`config.mk`:
```
export PLATFORM = sky130hd
export DESIGN_NAME = lzrd_front
export DESIGN_NICKNAME = d
export VERILOG_FILES = /design/src/design/lzrd_pkg.sv /design/src/design/lzrd_front.sv
export SDC_FILE = /design/constraint.sdc
export NUM_CORES = 1
export LEC_CHECK = 0
export ABC_AREA = 1
export ABC_CLOCK_PERIOD_IN_PS = 1500
export BUFFER_PORTS_ARGS = -buffer_cell sky130_fd_sc_hd__buf_2
export CAP_MARGIN = 25
export CORE_MARGIN = 5
export CORE_UTILIZATION = 47
export CTS_CLUSTER_SIZE = 12
export DETAILED_ROUTE_END_ITERATION = 8
export PLACE_DENSITY = 0.76
export SYNTH_ARGS = -nofsm -noshare
export SYNTH_HDL_FRONTEND = slang
export SYNTH_SLANG_ARGS = --single-unit
```
`constraint.sdc`:
```
create_clock -name clk -period 1.5 [get_ports clk]
set_input_delay 0.3 -clock clk [delete_from_list [all_inputs] [get_ports clk]]
set_output_delay 0.3 -clock clk [all_outputs]
set_load 0.05 [all_outputs]
```
`src/design/lzrd_pkg.sv`:
```
// Shared types and constants for the LZSS ring decoder.
`timescale 1ns / 1ps

package lzrd_pkg;

  // Kinds of work handed from the parser to the copy engine
  localparam logic [1:0] OP_NONE  = 2'd0;  // stream restart only, no output
  localparam logic [1:0] OP_LIT   = 2'd1;
  localparam logic [1:0] OP_MATCH = 2'd2;

  // Configuration register indexes
  localparam int CFG_IDX_W = 2;
  localparam logic [CFG_IDX_W-1:0] REG_HEADER_SKIP = 2'd0;
  localparam logic [CFG_IDX_W-1:0] REG_RING_START  = 2'd1;

  localparam logic [7:0]  HEADER_SKIP_RST = 8'd16;
  localparam logic [11:0] RING_START_RST  = 12'hFEE;

  // Matches copy count+3 bytes
  localparam logic [4:0] MATCH_BIAS = 5'd3;

  typedef struct packed {
    logic [1:0]  kind;
    logic [7:0]  lit;      // literal byte
    logic [11:0] offset;   // match ring offset
    logic [3:0]  count;    // match count field
    logic        restart;  // stream ends after this op
  } op_t;

endpackage

```
`src/design/lzrd_front.sv`:
```
// Parser: header skip, token flag tracking and op classification.
`timescale 1ns / 1ps

module lzrd_front (
  input  logic            clk,
  input  logic            rst,
  input  logic [7:0]      header_skip,
  input  logic            clearing,
  input  logic            in_valid,
  output logic            in_ready,
  input  logic [7:0]      in_byte,
  input  logic            end_of_stream,
  input  logic            q_full,
  output logic            q_push,
  output lzrd_pkg::op_t   q_wdata
);

  localparam logic [1:0] PH_FLAG  = 2'd0;
  localparam logic [1:0] PH_LIT   = 2'd1;
  localparam logic [1:0] PH_MLOW  = 2'd2;
  localparam logic [1:0] PH_MHIGH = 2'd3;

  logic [8:0] token_flags, token_flags_next;
  logic [1:0] token_phase, token_phase_next;
  logic [7:0] match_low_byte, match_low_byte_next;
  logic [7:0] header_count, header_count_next;
  logic [8:0] flags_shift;
  logic [1:0] phase_after;
  logic       accept;

  assign in_ready = !q_full && !clearing;
  assign accept   = in_valid && in_ready;

  // Phase after a literal or match completes
  assign flags_shift = token_flags >> 1;
  assign phase_after = (flags_shift <= 9'd1) ? PH_FLAG :
                       (flags_shift[0] ? PH_LIT : PH_MLOW);

  always_comb begin
    token_flags_next    = token_flags;
    token_phase_next    = token_phase;
    match_low_byte_next = match_low_byte;
    header_count_next   = header_count;
    q_wdata.kind        = lzrd_pkg::OP_NONE;
    q_wdata.lit         = in_byte;
    q_wdata.offset      = {in_byte[7:4], match_low_byte};
    q_wdata.count       = in_byte[3:0];
    q_wdata.restart     = end_of_stream;
    q_push              = 1'b0;
    if (accept) begin
      if (header_count < header_skip) begin
        header_count_next = header_count + 8'd1;
      end else begin
        case (token_phase)
          PH_FLAG: begin
            token_flags_next = {1'b1, in_byte};
            token_phase_next = in_byte[0] ? PH_LIT : PH_MLOW;
          end
          PH_LIT: begin
            q_wdata.kind      = lzrd_pkg::OP_LIT;
            token_flags_next  = flags_shift;
            token_phase_next  = phase_after;
          end
          PH_MLOW: begin
            match_low_byte_next = in_byte;
            token_phase_next    = PH_MHIGH;
          end
          default: begin
            q_wdata.kind      = lzrd_pkg::OP_MATCH;
            token_flags_next  = flags_shift;
            token_phase_next  = phase_after;
          end
        endcase
      end
      q_push = (q_wdata.kind != lzrd_pkg::OP_NONE) || end_of_stream;
      if (end_of_stream) begin
        token_flags_next    = '0;
        token_phase_next    = PH_FLAG;
        match_low_byte_next = '0;
        header_count_next   = '0;
      end
    end
  end

  always_ff @(posedge clk) begin
    if (rst) begin
      token_flags    <= '0;
      token_phase    <= PH_FLAG;
      match_low_byte <= '0;
      header_count   <= '0;
    end else begin
      token_flags    <= token_flags_next;
      token_phase    <= token_phase_next;
      match_low_byte <= match_low_byte_next;
      header_count   <= header_count_next;
    end
  end

endmodule

```
==> flow_summary.json, run 1 <==
{
  "finalSetupViolations": 29,
  "end_kind": "output pin",
  "synth_common_cells": "60 x nand2_1, 28 x a21oi_1, 27 x nor2_1",
  "p_seq_frac": 0.443,
  "drt-initial-drc-count": 102,
  "place_inst": 354,
  "grt_max_degree": 18,
  "violations": "negative setup slack",
  "synth_area_leaders": "dfxtp_1 30%, nand2_1 13%, a21oi_1 8.0%",
  "antenna_found_initial": 0,
  "worst-path-max-fanout": 3,
  "antennaDiodeCount": 0,
  "boundaryPins": 51,
  "grt_pass1_wl_mm": 7.71,
  "grtUsageTotal": 0.185,
  "htree_levels": 1,
  "critPathArrivalTime_ns": 1.64,
  "p_per_area_nw_per_um2": 671,
  "synth.cell_area_um2": 1750,
  "via_per_inst": 5.12,
  "ys_warn_count": 0,
  "wire_per_inst_um": 12.9,
  "internal-power_mw": 1.08,
  "drcViolationCount": 0,
  "p_sw_mw": 0.537,
  "rows": 22,
  "yosysMostFrequentCell": "nand2_1",
  "dieArea_um2": 5050,
  "clock_path_buffers": 2,
  "required_ns": 1.20,
  "slew_violations": 0,
  "syn-num-nets": 293,
  "finalCritPeriodShare": 1.29,
  "vdd_ir_drop_max_v": 0.000586,
  "synth.distinct_cells": 28,
  "cap_violations": 0,
  "skew_ns": 0.00579,
  "vias": 1852,
  "post_dp_cell_area_um2": 2120,
  "cts_buffers": 3,
  "dr.pass1.iters": 4,
  "insertion_delay_ns": 0.28,
  "start_util": 0.482,
  "dp_hpwl_mm": 3.29,
  "outcome": "complete, but fails checks",
  "wirelength_mm": 4.67,
  "drive_above_1_share": 0.459,
  "period_minus_slack_ns": 1.94,
  "min_path_type": "primary input to register",
  "nets": 345,
  "regArea_um2": 529,
  "netlist.area_leader.share": 0.297,
  "tightest_slew_ns": 0.461,
  "grt-ovfl-total": 0,
  "synthCells": 263,
  "area_growth_pct": 37.6,
  "start_kind": "register",
  "power_leakage_nw": 1.08,
  "final_cells": 362,
  "clock_power_share": 0.291,
  "dieHeight_um": 71.1,
  "max_freq_mhz": 515,
  "worst_slack_ns": -0.440,
  "cts_root_buffer": "clkbuf_8",
  "rsz0062_at_grt": "true",
  "clk_pin_slew_ns": 0.09,
  "ant_nets": 0,
  "cts_sinks": 26,
  "comb_power_share": 0.266,
  "fin_area_um2": 2410,
  "switching_share": 0.332,
  "hold_viol_final": 0,
  "dp_slack_ns": -0.425,
  "die_x_um": 71.1,
  "grt_pass1_vias": 1750,
  "ys_ff_latch": 26,
  "synth_flop_cell": "dfxtp_1",
  "synth.avg_cell_area_um2": 6.66,
  "synth-edff-count": 0,
  "coreArea_um2": 3630,
  "worstSetupPathType": "register to output pin",
  "utilization": 0.664,
  "nFillCells": 328,
  "multiInputGateArea_um2": 1170,
  "async_reset_ff_frac": 0,
  "gp_congestion": 0.835,
  "yosys.area.top_type": "dfxtp_1",
  "slew_headroom": 0.692,
  "tritoncts": "yes",
  "port_buffers": 50,
  "report.power.total_mw": 1.62,
  "seq_area_frac_synth": 0.297
}
power groups by stage:
| stage | sequential (mW) | combinational (mW) | clock [mW] |
|---|---|---|---|
| 2_1_floorplan | 0.730 | 0.293 | 0 |
| 3_3_place_gp | 0.729 | 0.369 | 0 |
| 3_5_place_dp | 0.730 | 0.376 | 0 |
| 4_1_cts | 0.716 | 0.414 | 0.484 |
| 5_1_grt | 0.718 | 0.465 | 0.502 |
| 6_report | 0.716 | 0.430 | 0.471 |
through the flow:
stage,hold slack (ns),setup TNS (ns)
floorplan,0.369,-0.679
global placement,0.447,-6.03
detailed placement,0.453,-6.76
CTS,0.305,-4.96
global route,0.325,-9.94
finish,0.311,-7.40
critical path, stage by stage, from the launching register on:
cell and delay [ns]:
dfxtp_2 0.34, ha_4 0.26, nand2_2 0.05, nand2_2 0.05, nand2_2 0.04, nand2_2 0.07, nand2_2 0.06, nand2_2 0.08
nand2_4 0.08, a21oi_4 0.14, buf_6 0.17
cells by family (layout without fill, tap and decap cells):
logic type | Yosys count | in the layout | share of synthesized area
adder cells (fa/ha/maj) | 8 | 8 | 0.0571
AND/OR/NAND/NOR | 126 | 126 | 0.340
buffers and inverters | 60 | 111 | 0.173
AO/OA/AOI/OAI | 41 | 41 | 0.123
flip-flops | 26 | 26 | 0.297
XOR/XNOR | 2 | 2 | 0.0100
state kept, by name, indices dropped and copies added, names as in the netlist:
signal and flops:
header_count 8, match_low_byte 8, token_flags 8, token_phase 2
final timing paths:
check | slack [ns] | cells after the start | start | endpoint
setup / recovery | -0.44 | 10 | header_count[1] | q_push
hold / removal | 0.31 | 3 | in_byte[7] | match_low_byte[7]
setup reg to reg | -0.34 | 14 | header_count[1] | token_flags[3]
hold reg to reg | 0.47 | 2 | match_low_byte[5] | match_low_byte[5]
cell type report:
cell class | instances | share of cell area
Inverter | 35 | 0.0566
Tap cell | 48 | 0.0249
Clock buffer | 4 | 0.0228
Timing Repair Buffer | 72 | 0.191
Multi-Input combinational cell | 177 | 0.485
Sequential cell | 26 | 0.220
cell usage in the layout, fill, tap and decap left out:
cell      instances
dfxtp_2           7
o21ai_0           8
inv_2            12
clkinv_4          1
dfxtp_1          19
a21oi_4           1
nand2_8           2
o21a_1            1
nor2_4            4
nor2_1           22
ha_1              2
o21bai_1          1
buf_12            1
nand2_2          18
nand4_1          17
o31ai_1           2
buf_2            47
a21oi_2           7
xor2_1            2
a21oi_1          20
ha_4              6
nand3_1          10
inv_1            22
nand2_1          42
nor3b_1           2
o21ai_2           1
nand3_4           3
nor2_2            3
nand2_4           2
clkbuf_8          4
buf_4            17
buf_6             7
nor3_4            1
per-layer routing:
metal / track usage / share of wire
met5: 0 / 0
met4: 0.0564 / 0.0081
met3: 0.0341 / 0.054
met2: 0.320 / 0.50
met1: 0.233 / 0.43
repair_timing:
action                                 4_1_cts  5_1_grt
gates resized for setup                     33       23
endpoints found under the hold margin        0        0
setup endpoints to repair                   29       29
cloned                                       1        0
hold buffers                                 0        0
pin swaps                                   19       13
setup buffers                                3        1
Note: power is estimated with default switching activity, not from simulation.
==> run 2: changes to the inputs <==
--- a/config.mk
+++ b/config.mk
@@ -13,7 +13,9 @@
 export CORE_UTILIZATION = 47
 export CTS_CLUSTER_SIZE = 12
 export DETAILED_ROUTE_END_ITERATION = 8
+export GPL_ROUTABILITY_DRIVEN = 0
 export PLACE_DENSITY = 0.76
+export SKIP_LAST_GASP = 1
 export SYNTH_ARGS = -nofsm -noshare
 export SYNTH_HDL_FRONTEND = slang
 export SYNTH_SLANG_ARGS = --single-unit
==> flow_summary.json, run 2 (same netlist as run 1, synthesis figures left out) <==
{
  "grt_max_degree": 18,
  "coreArea_um2": 3630,
  "dieArea_um2": 5050,
  "cts_buffers": 3,
  "cts_root_buffer": "clkbuf_8",
  "wl_met2_mm": 2.36,
  "dp_hpwl_mm": 3.29,
  "tritoncts": "yes",
  "required_ns": 1.20,
  "drive_above_1_share": 0.455,
  "ant_nets": 0,
  "antenna_found_initial": 0,
  "cpPeakStageDelay_ns": 0.34,
  "violations": "negative setup slack",
  "clock_path_buffers": 2,
  "dr.pass1.iters": 5,
  "layout_commonest_cell": "buf_2",
  "port_buffers": 50,
  "worst-path-max-fanout": 3,
  "start_kind": "register",
  "crit_slowest_cell": "dfxtp_2",
  "rsz0062_at_grt": "true",
  "grt-ovfl-total": 0,
  "antennaDiodeCount": 0,
  "worstSetupPathType": "register to output pin",
  "slew_headroom": 0.695,
  "wire_per_inst_um": 12.8,
  "drcViolationCount": 0,
  "area_growth_pct": 37.4,
  "nets": 345,
  "dieHeight_um": 71.1,
  "reg_top3": "header_count x8, match_low_byte x8, token_flags x8",
  "cts_hold_buffers": 0,
  "end_kind": "output pin",
  "place_inst": 354,
  "grtUsageTotal": 0.185,
  "tightest_slew_ns": 0.457,
  "met3_length_um": 241,
  "top_layer": "met4",
  "hold_viol_final": 0,
  "drt-met1-wl_mm": 2.01,
  "htree_levels": 1,
  "dp_slack_ns": -0.425,
  "drt-initial-drc-count": 88,
  "grt_pass1_vias": 1750,
  "wirelength_mm": 4.65,
  "final_cells": 362,
  "rows": 22,
  "slew_violations": 0,
  "whs_ns": 0.312,
  "max_freq_mhz": 516,
  "crit_path_cell_trace": "ha_4 -> nand2_2 -> nand2_2 -> nand2_2 -> nand2_2 -> nand2_2 -> nand2_2 -> nand2_4 -> a21oi_4 -> buf_6",
  "boundaryPins": 51,
  "clk_pin_slew_ns": 0.09,
  "cap_violations": 0,
  "critPathArrivalTime_ns": 1.64,
  "worst_slack_ns": -0.437,
  "power_leakage_nw": 1.08,
  "vias": 1830,
  "insertion_delay_ns": 0.28,
  "p_per_area_nw_per_um2": 670,
  "period_minus_slack_ns": 1.94,
  "grt_pass1_wl_mm": 7.71,
  "finalCritPeriodShare": 1.29,
  "finalSetupViolations": 29,
  "via_per_inst": 5.06,
  "skew_ns": 0.00578,
  "mostFrequentLayoutCells": "47 x buf_2, 42 x nand2_1, 22 x inv_1, 22 x nor2_1, 21 x a21oi_1",
  "die_x_um": 71.1,
  "start_util": 0.482,
  "vdd_ir_drop_max_v": 0.000584,
  "min_path_type": "primary input to register",
  "cts_sinks": 26,
  "outcome": "complete, but fails checks",
  "cp_common_cell": "nand2_2"
}
==> run 2: cell counts in the layout (fill, tap and decap cells not counted) <==
No cell type changed its count.
==> run 2: area by class of cell <==
cell class	instances	area, um2
sequential	26	529
clock buffer	4	55.1
fill	328	1230
tap	48	60.1
multi-input combinational	177	1160
inverter	35	136
timing repair buffer	72	462
==> run 2: path summary, 6_finish.rpt <==
path / slack (ns) / start / to / cells after the start
worst max-delay path: -0.44 / header_count[1] / q_push / 10
worst min-delay path: 0.31 / in_byte[7] / match_low_byte[7] / 3
worst max register to register: -0.34 / header_count[1] / token_flags[3] / 14
worst min register to register: 0.47 / match_low_byte[5] / match_low_byte[5] / 2
==> run 2: routing by layer <==
metal / GRT usage / vias to the layer above
met4: 0.0564 / 0
li1: - / 935
met3: 0.0341 / 5
met5: 0 / -
met1: 0.233 / 836
met2: 0.320 / 54
==> run 2: critical path: cells and delay by family, from the launching register on <==
| family | cells | cell delay, ns |
|---|---|---|
| AND/OR/NAND/NOR | 7 | 0.42 |
| flip-flops | 1 | 0.34 |
| adder cells (fa/ha/maj) | 1 | 0.26 |
| buffers and inverters | 1 | 0.17 |
| AO/OA/AOI/OAI | 1 | 0.14 |
==> run 2: stage by stage <==
step           TNS (ns)  cell area, um2  power (mW)   util
3_5_place_dp      -6.76            2120        1.11  0.584
5_1_grt           -9.99            2410        1.68  0.663
3_3_place_gp      -6.03            2120        1.10  0.584
4_1_cts           -4.96            2350        1.61  0.647
2_1_floorplan    -0.679            1840        1.02      -
6_report          -7.30            2410        1.61  0.663
==> run 2: what timing repair did <==
action	4_1_cts	5_1_grt
pin swaps	19	13
setup buffers	3	1
gates resized for setup	33	22
gates cloned	1	0
setup endpoints to repair	29	29
==> run 2: power by group <==
group / switching, mW / internal, mW / total, mW
clock network: 0.233 / 0.235 / 0.469
registers: 0.0115 / 0.704 / 0.716
logic: 0.289 / 0.140 / 0.429
