$ cat config.mk
export PLATFORM = sky130hd
export DESIGN_NAME = lzrd_queue
export DESIGN_NICKNAME = d
export VERILOG_FILES = /design/src/design/lzrd_pkg.sv /design/src/design/lzrd_queue.sv
export SDC_FILE = /design/constraint.sdc
export NUM_CORES = 1
export LEC_CHECK = 0
export BUFFER_PORTS_ARGS = -buffer_cell sky130_fd_sc_hd__buf_4
export CAP_MARGIN = 30
export CORE_UTILIZATION = 55
export CTS_BUF_LIST = sky130_fd_sc_hd__clkbuf_16
export CTS_CLUSTER_DIAMETER = 150
export DETAILED_ROUTE_END_ITERATION = 8
export GPL_TIMING_DRIVEN = 1
export PLACE_DENSITY_LB_ADDON = 0.25
export SYNTH_ARGS = -nofsm -noshare
export SYNTH_HDL_FRONTEND = slang
export SYNTH_SLANG_ARGS = --single-unit
$ cat constraint.sdc
create_clock -name clk -period 5.2 [get_ports clk]
set_clock_uncertainty 0.1 [all_clocks]
set_input_delay 0.78 -clock clk [delete_from_list [all_inputs] [get_ports clk]]
set_output_delay 0.78 -clock clk [all_outputs]
set_load 0.1 [all_outputs]
$ cat src/design/lzrd_pkg.sv
// Shared types and constants for the LZSS ring decoder.
`timescale 1ns / 1ps

package lzrd_pkg;

  // Kinds of work handed from the parser to the copy engine
  localparam logic [1:0] OP_NONE  = 2'd0;  // stream restart only, no output
  localparam logic [1:0] OP_LIT   = 2'd1;
  localparam logic [1:0] OP_MATCH = 2'd2;

  // Configuration register indexes
  localparam int CFG_IDX_W = 2;
  localparam logic [CFG_IDX_W-1:0] REG_HEADER_SKIP = 2'd0;
  localparam logic [CFG_IDX_W-1:0] REG_RING_START  = 2'd1;

  localparam logic [7:0]  HEADER_SKIP_RST = 8'd16;
  localparam logic [11:0] RING_START_RST  = 12'hFEE;

  // Matches copy count+3 bytes
  localparam logic [4:0] MATCH_BIAS = 5'd3;

  typedef struct packed {
    logic [1:0]  kind;
    logic [7:0]  lit;      // literal byte
    logic [11:0] offset;   // match ring offset
    logic [3:0]  count;    // match count field
    logic        restart;  // stream ends after this op
  } op_t;

endpackage

$ cat src/design/lzrd_queue.sv
// Two-entry op queue between parser and copy engine.
`timescale 1ns / 1ps

module lzrd_queue (
  input  logic            clk,
  input  logic            rst,
  input  logic            push,
  input  lzrd_pkg::op_t   wdata,
  output logic            full,
  input  logic            pop,
  output logic            valid,
  output lzrd_pkg::op_t   rdata
);

  lzrd_pkg::op_t entries [2];
  logic       wr_idx;
  logic       rd_idx;
  logic [1:0] count;

  assign full  = (count == 2'd2);
  assign valid = (count != 2'd0);
  assign rdata = entries[rd_idx];

  always_ff @(posedge clk) begin
    if (push) begin
      entries[wr_idx] <= wdata;
    end
  end

  always_ff @(posedge clk) begin
    if (rst) begin
      wr_idx <= 1'b0;
      rd_idx <= 1'b0;
      count  <= 2'd0;
    end else begin
      if (push) begin
        wr_idx <= !wr_idx;
      end
      if (pop) begin
        rd_idx <= !rd_idx;
      end
      case ({push, pop})
        2'b10:   count <= count + 2'd1;
        2'b01:   count <= count - 2'd1;
        default: count <= count;
      endcase
    end
  end

endmodule

==> metrics.md, run 1 <==
| Metric | Value |
|---|---|
| Max frequency | 367.4 MHz |
| Clk pwr share | 0.379 |
| Syn nets | 138 |
| Die height | 64.54 um |
| Clock Latency Late Sink | 0.31 ns |
| Setup-failing EPs final | 0 |
| DR iter-0 viols | 59 |
| Ports | 60 |
| Die width | 64.54 um |
| Nets | 208 |
| Element type at the critical path end | output port |
| Multi-input gate area | 410.4 um^2 |
| RSZ-0062 raised after global routing | false |
| Min cycle time layout | 2.722 ns |
| Worst hold margin | 0.4150 ns |
| Sw Ratio | 0.3024 |
| Post-synth top cells | edfxtp_1 (54), mux2_2 (27), dfxtp_1 (5), nor2_1 (5), xnor2_1 (3) |
| Initial Util | 0.5788 |
| DP Area | 0.002681 mm^2 |
| P_int | 0.9951 mW |
| Worst min-delay path category | reg2reg |
| Drt via density | 5.026 |
| Core Region | 0.003716 mm^2 |
| Crit path required time | 4.32 ns |
| Post-synth EDFFs | 54 |
| Post-Syn Area | 0.002151 mm^2 |
| Hold Buf Count CTS | 0 |
| First-pass GRT wire length | 5685 um |
| Synth top area share | 0.7539 |
| Worst slew pin tran | 0.6181 ns |
| Register bit count reported by yosys | 59 |
| Root Buffer | clkbuf_16 |
| Yosys top cell by area | edfxtp_1 |
| Initial antenna violation count | 0 |
| Lkg Pwr | 1.157 nW |
| Maxcap violations | 0 |
| Residual DRC count | 0 |
| Top post-synthesis cells by area | edfxtp_1 (75%), mux2_2 (14%), dfxtp_1 (4.7%) |
| Wirelength per Cell | 16.33 um |
| Seq/Total Area, Yosys | 0.8005 |
| Top FF cell, synth | edfxtp_1 |
| Worst-path clk slew | 0.05 ns |
| CTS sink count | 59 |
| Status | completed |
| Die area | 0.004165 mm^2 |
| Startpoint types | flop |
| H-Tree Depth | 3 |
| Unique masters post-synth | 16 |
| Number of antenna diodes | 0 |
| Most frequent cell after synthesis | edfxtp_1 |
| Final worst path period share | 0.5234 |
| Hold Violations, Final | 0 |
| Asr flop ratio synth | 0 |
| Final TNS setup | 0 ns |
| Cell area after layout | 0.002960 mm^2 |
| Logic pwr share | 0.223 |
| Final HPWL from detailed placement | 2394 um |
| Critical Path AT | 1.84 ns |
| Total grt overflow | 0 |
| Row count | 22 |
| Largest net degree at the start of global routing | 28 |
| PD cells | 481.9 mW/mm^2 |
| CTS tree | yes |
| Storage cell area | 0.001722 mm^2 |
| Post-CTS setup buffer count | 0 |
| Worst Path Max Fanout | 17 |
| Total CTS buffers | 9 |
| Buffers on Ports | 59 |
| Gate count after technology mapping | 106 |
| Share of post-route cells with drive strength above 1 | 0.5691 |
| GRT Total Usage | 0.1989 |
| Worst vdd ir | 403.4 uV |
| Setup CP Type | reg2out |
| Maximum root-to-sink buffer count | 2 |
| Post-layout util | 0.7966 |
| Post-placement setup slack | 2.779 ns |
| Final worst slack | 2.478 ns |
| DRT antenna net count | 0 |
| Avg Inst Size Synth | 20.29 um^2 |
| YS warnings | 0 |
| Area Growth Syn to Fin | 37.64% |
| CTS resizes | 0 |
| Slew Viols, Final | 0 |
| DR vias | 1151 |
| Routed WL | 3740 um |
| Vias in the first global route | 1126 |
| Switching pwr | 0.4314 mW |
| Slew HR | 0.5873 |
| GP Congestion | 0.6433 |
| Flop pwr share | 0.397 |
| First-pass DRT Iterations | 4 |
| Fillers | 212 |
## state kept, by name, summed over array words and instances (netlist names), named ones only
name     count
count        2
entries     54
rd_idx       1
wr_idx       1
## worst max-delay path, stage by stage (launching register included)
cell and delay, ns:
dfxtp_1 0.71, buf_16 0.23, mux2_2 0.35, buf_4 0.24
## kinds of logic after synthesis
family                   after synthesis  share of synthesized area
AO/OA/AOI/OAI                          2                   0.004649
XOR/XNOR                               4                    0.01629
adder cells (fa/ha/maj)                1                   0.005816
buffers and inverters                  4                   0.009889
flip-flops                            59                     0.8005
multiplexers                          27                     0.1414
AND/OR/NAND/NOR                        9                    0.02153
## per-stage QoR
step | cells | power [mW]
floorplan | 106 | 0.8175
global placement | 212 | 0.8829
detailed placement | 213 | 0.8942
CTS | 229 | 1.434
global route | 229 | 1.468
finish | 229 | 1.427
## layer usage
| metal | wire [um] | vias to the layer above | GRT usage |
|---|---|---|---|
| li1 | - | 550 | - |
| met1 | 1515 | 550 | 0.2383 |
| met2 | 1942 | 40 | 0.3171 |
| met3 | 191 | 11 | 0.06338 |
| met4 | 91 | 0 | 0.1139 |
| met5 | 0 | - | 0 |
## final cells by class
class                           count  area share
Sequential cell                    59      0.5816
Clock inverter                      7     0.01817
Tap cell                           48     0.02029
Inverter                            1    0.001268
Timing Repair Buffer               62      0.1640
Multi-Input combinational cell     43      0.1386
Clock buffer                        9     0.07608
## power by group through the flow
stage	Clock, mW	Combinational, mW	Sequential (mW)
finish	0.541	0.318	0.567
global route	0.571	0.328	0.570
CTS	0.547	0.320	0.567
detailed placement	0	0.319	0.576
global placement	0	0.306	0.577
floorplan	0	0.249	0.568
## worst paths after layout
kind / startpoint / end / slack [ns] / cells past startpoint
worst max register to register: wr_idx$_SDFFE_PP0P_ / entries[1][21]$_DFFE_PP_ / 3.85 / 2
worst min register to register: count[1]$_SDFFE_PP0P_ / count[1]$_SDFFE_PP0P_ / 0.42 / 2
worst max-delay path: flop / rdata[25] / 2.48 / 3
worst min-delay path: count[1]$_SDFFE_PP0P_ / count[1]$_SDFFE_PP0P_ / 0.42 / 2
## cells in the final DEF, fill, tap and decap left out, drive strengths merged
| cell | synthesis | routed |
|---|---|---|
| buf | 3 | 62 |
| nor2 | 5 | 5 |
| mux2 | 27 | 27 |
| a21oi | 1 | 1 |
| o21ai | 1 | 1 |
| and2b | 1 | 1 |
| xor2 | 1 | 1 |
| inv | 1 | 5 |
| bufinv | 0 | 1 |
| xnor2 | 3 | 3 |
| or3 | 1 | 1 |
| and2 | 1 | 1 |
| clkinv | 0 | 2 |
| dfxtp | 5 | 5 |
| ha | 1 | 1 |
| clkbuf | 0 | 9 |
| edfxtp | 54 | 54 |
| or2 | 1 | 1 |
(Power assumes the default switching activity.)
==> run 2, diff against run 1 <==
--- a/config.mk
+++ b/config.mk
@@ -7,7 +7,7 @@
 export LEC_CHECK = 0
 export BUFFER_PORTS_ARGS = -buffer_cell sky130_fd_sc_hd__buf_4
 export CAP_MARGIN = 30
-export CORE_UTILIZATION = 55
+export CORE_UTILIZATION = 46
 export CTS_BUF_LIST = sky130_fd_sc_hd__clkbuf_16
 export CTS_CLUSTER_DIAMETER = 150
 export DETAILED_ROUTE_END_ITERATION = 8
==> constraint.sdc (replaced) <==
create_clock -name clk -period 2.2 [get_ports clk]
set_clock_uncertainty 0.1 [all_clocks]
set_input_delay 0.33 -clock clk [delete_from_list [all_inputs] [get_ports clk]]
set_output_delay 0.33 -clock clk [all_outputs]
set_load 0.1 [all_outputs]
==> metrics.md, run 2 (synthesis gave the netlist of run 1 again) <==
| Metric | Value |
|---|---|
| Final TNS setup | 0 ns |
| CTS resizes | 0 |
| Logic pwr share | 0.235 |
| Worst-path clk slew | 0.05 ns |
| Initial Util | 0.4872 |
| Storage cell area | 0.001722 mm^2 |
| Met3 Use GR | 0.07071 |
| Root Buffer | clkbuf_16 |
| Worst Path Max Fanout | 16 |
| DR iter-0 viols | 77 |
| GR met1 Demand/Resource | 0.1797 |
| First-pass DRT Iterations | 4 |
| Core Region | 0.004414 mm^2 |
| Nets | 211 |
| Grt met2 use | 0.2730 |
| RSZ-0062 raised after global routing | false |
| Maxcap violations | 0 |
| Total CTS buffers | 9 |
| Worst vdd ir | 621.7 uV |
| Most Used Layer, Global Route | met2 |
| Most frequent cells in the layout | buf_4 (65), edfxtp_1 (54), mux2_2 (27) |
| H-Tree Depth | 3 |
| Status | completed |
| Initial antenna violation count | 0 |
| Worst min-delay path category | in2reg |
| CTS sink count | 59 |
| Biggest register | entries |
| Slew Viols, Final | 0 |
| Hold Violations, Final | 0 |
| Cell area after layout | 0.002938 mm^2 |
| GRT Total Usage | 0.1636 |
| Buffers on Ports | 59 |
| Regs by FF count | entries x54, count x2 |
| First-pass GRT wire length | 5934 um |
| Area Growth Syn to Fin | 36.59% |
| Final worst path period share | 0.8777 |
| Setup CP Type | reg2out |
| GP Congestion | 0.7038 |
| Routed WL | 3601 um |
| Commonest non-fill, non-tap cell in the layout | buf_4 |
| Min cycle time layout | 1.931 ns |
| Ports | 60 |
| Drt via density | 4.881 |
| Clk pwr share | 0.354 |
| Die width | 70.38 um |
| P_int | 2.229 mW |
| Element type at the critical path end | output port |
| Wirelength per Cell | 15.32 um |
| Multi-input gate area | 410.4 um^2 |
| Final HPWL from detailed placement | 2484 um |
| Total grt overflow | 0 |
| Setup-failing EPs final | 0 |
| Clock Latency Late Sink | 0.31 ns |
| Flop pwr share | 0.412 |
| Number of antenna diodes | 0 |
| CTS tree | yes |
| Startpoint types | flop |
| Share of post-route cells with drive strength above 1 | 0.5738 |
| Post-CTS setup buffer count | 0 |
| Lkg Pwr | 1.137 nW |
| Max reg flops | 54 |
| Die height | 70.38 um |
| Switching pwr | 0.9990 mW |
| Vias in the first global route | 1298 |
| DRT antenna net count | 0 |
| DP Area | 0.002689 mm^2 |
| Final Power | 3.228 mW |
| Hold Buf Count CTS | 0 |
| Fillers | 307 |
| Critical Path AT | 1.50 ns |
| Residual DRC count | 0 |
| Die area | 0.004953 mm^2 |
| Row count | 24 |
| Sw Ratio | 0.3095 |
| Slew HR | 0.8126 |
| PD cells | 1099 mW/mm^2 |
| Crit path required time | 1.77 ns |
| Maximum root-to-sink buffer count | 2 |
| Largest net degree at the start of global routing | 17 |
| Max frequency | 517.9 MHz |
| Worst slew pin tran | 0.2833 ns |
| Worst hold margin | 0.1024 ns |
| DR vias | 1147 |
## run 2: cell count changes in the layout (fill, tap and decap cells not counted), sizes merged
cell    delta
clkinv     +4
bufinv     -1
buf        +3
inv        -4
## run 2: power groups by stage
stage	sequential, mW	clock [mW]	combinational, mW
2_1_floorplan	1.34	0	0.589
3_3_place_gp	1.34	0	0.754
3_5_place_dp	1.35	0	0.762
4_1_cts	1.33	1.17	0.764
5_1_grt	1.33	1.21	0.782
6_report	1.33	1.14	0.757
## run 2: per-layer routing
metal  share of wire  vias to the layer above
met3           0.063                        6
met5               0                        -
met2            0.54                       36
met1            0.39                      548
li1                -                      557
met4           0.012                        0
## run 2: critical path, stage by stage, from the launching register on
cell	delay (ns)
dfxtp_1	0.32
buf_4	0.25
mux2_2	0.38
buf_4	0.24
## run 2: final cells by class
| class | count | area share |
|---|---|---|
| Clock buffer | 9 | 0.07666 |
| Clock inverter | 6 | 0.008092 |
| Inverter | 1 | 0.001278 |
| Multi-Input combinational cell | 43 | 0.1397 |
| Sequential cell | 59 | 0.5860 |
| Tap cell | 52 | 0.02215 |
| Timing Repair Buffer | 65 | 0.1661 |
## run 2: through the flow
step	cells	worst slack [ns]	util
4_1_cts	235	0.2378	0.6655
3_5_place_dp	220	0.5775	0.6091
2_1_floorplan	106	0.1629	-
6_report	235	0.2690	0.6655
3_3_place_gp	220	0.6134	0.6091
5_1_grt	235	0.2159	0.6655
## run 2: final timing paths
path | start | slack [ns] | cells past startpoint | to
worst max-delay path | flop | 0.27 | 3 | rdata[9]
worst max register to register | wr_idx$_SDFFE_PP0P_ | 1.01 | 2 | entries[1][0]$_DFFE_PP_
worst min register to register | count[1]$_SDFFE_PP0P_ | 0.42 | 2 | count[1]$_SDFFE_PP0P_
worst min-delay path | wdata[11] | 0.10 | 1 | entries[0][11]$_DFFE_PP_
==> run 3, diff against run 2 <==
--- a/config.mk
+++ b/config.mk
@@ -7,6 +7,8 @@
 export LEC_CHECK = 0
 export BUFFER_PORTS_ARGS = -buffer_cell sky130_fd_sc_hd__buf_4
 export CAP_MARGIN = 30
+export CORE_ASPECT_RATIO = 0.5
+export CORE_MARGIN = 5
 export CORE_UTILIZATION = 46
 export CTS_BUF_LIST = sky130_fd_sc_hd__clkbuf_16
 export CTS_CLUSTER_DIAMETER = 150
==> metrics.md, run 3 (synthesis gave the netlist of run 1 again) <==
| Metric | Value |
|---|---|
| Hold Buf Count CTS | 0 |
| Multi-input gate area | 410.4 um^2 |
| CTS sink count | 59 |
| Biggest register | entries |
| Area Growth Syn to Fin | 36.42% |
| Setup CP Type | reg2out |
| Max frequency | 525.4 MHz |
| Lkg Pwr | 1.141 nW |
| CP max stage delay | 0.37 ns |
| Worst Path Max Fanout | 14 |
| Buffers on Ports | 59 |
| Die area | 0.006226 mm^2 |
| Status | completed |
| PD cells | 1104 mW/mm^2 |
| Total CTS buffers | 9 |
| H-Tree Depth | 3 |
| First-pass DRT Iterations | 4 |
| Storage cell area | 0.001722 mm^2 |
| CTS resizes | 0 |
| Final worst slack | 0.2966 ns |
| Worst min-delay path category | in2reg |
| Die height | 58.35 um |
| Final TNS setup | 0 ns |
| Largest net degree at the start of global routing | 28 |
| DR iter-0 viols | 35 |
| Worst slew pin tran | 0.3582 ns |
| Routed WL | 3700 um |
| Clock Latency Late Sink | 0.31 ns |
| Initial antenna violation count | 0 |
| Maximum root-to-sink buffer count | 2 |
| Fillers | 337 |
| Root Buffer | clkbuf_16 |
| Final HPWL from detailed placement | 2499 um |
| Most frequent cells in the layout | buf_4 (63), edfxtp_1 (54), mux2_2 (27) |
| GRT Total Usage | 0.1345 |
| Hold Violations, Final | 0 |
| Worst-path clk slew | 0.05 ns |
| DRT antenna net count | 0 |
| Total grt overflow | 0 |
| Share of post-route cells with drive strength above 1 | 0.5714 |
| Post-CTS setup buffer count | 0 |
| FF-to-FF Start | wr_idx$_SDFFE_PP0P_ |
| Worst path most repeated cell | buf_4 |
| Regs by FF count | entries x54, count x2 |
| Vias in the first global route | 1297 |
| Worst hold margin | 0.09914 ns |
| GP Congestion | 0.6340 |
| Wirelength per Cell | 15.48 um |
| Crit path required time | 1.77 ns |
| RSZ-0062 raised after global routing | false |
| Number of antenna diodes | 0 |
| Final worst path period share | 0.8652 |
| Slew HR | 0.7612 |
| Die width | 106.7 um |
| Drt via density | 4.774 |
| Row count | 17 |
| Maxcap violations | 0 |
| Crit-path cells | buf_4 -> mux2_2 -> buf_4 |
| Slew Viols, Final | 0 |
| Startpoint types | flop |
| Max reg flops | 54 |
| CTS tree | yes |
| DR vias | 1141 |
| Element type at the critical path end | output port |
| Critical Path AT | 1.47 ns |
| Hold wc startpoint | wdata[20] |
| Min cycle time layout | 1.903 ns |
| Nets | 209 |
| Post-placement setup slack | 0.6209 ns |
| Setup-failing EPs final | 0 |
| Initial Util | 0.4815 |
| Worst vdd ir | 527.5 uV |
| Crit path max-delay cell type | mux2_2 |
| Core Region | 0.004467 mm^2 |
| Residual DRC count | 0 |
| Ports | 60 |
| First-pass GRT wire length | 6065 um |
| Commonest non-fill, non-tap cell in the layout | buf_4 |
[run 3: per-stage QoR]
step / instance area (um^2) / power [mW] / cells / util
finish: 2934 / 3.240 / 239 / 0.6569
global route: 2934 / 3.365 / 239 / 0.6569
CTS: 2934 / 3.286 / 239 / 0.6569
detailed placement: 2680 / 2.107 / 223 / 0.6000
global placement: 2680 / 2.099 / 223 / 0.6000
floorplan: 2151 / 1.932 / 106 / -
[run 3: cell type report]
class | instances | area share
clock buffers | 9 | 0.07676
clock inverters | 7 | 0.009808
multi-input cells | 43 | 0.1399
inverters | 1 | 0.001279
repair buffers | 63 | 0.1612
well taps | 57 | 0.02431
flip-flops and latches | 59 | 0.5868
[run 3: critical path, delay by kind of cell, from the launching register on]
kind / cells / cell delay, ns
buf+inv: 2 / 0.45
flops: 1 / 0.32
mux: 1 / 0.37
[run 3: power breakdown]
group          total [mW]  internal, mW  leakage [nW]  switching [mW]
Combinational       0.753         0.189         0.455           0.564
Sequential           1.33          1.31         0.548          0.0211
Clock                1.16         0.733         0.138           0.426
[run 3: final timing paths]
path                         endpoint  slack (ns)  cells after the start
max                         rdata[22]        0.30                      3
min          entries[1][20]$_DFFE_PP_         0.1                      1
max reg2reg   entries[1][1]$_DFFE_PP_        0.91                      2
min reg2reg     count[1]$_SDFFE_PP0P_        0.39                      2
[run 3: per-layer routing]
metal,wire length [um],GRT usage,up-vias
li1,-,-,546
met1,1372,0.1302,559
met2,2031,0.2424,31
met3,236,0.07229,5
met4,60,0.06011,0
met5,0,0,-
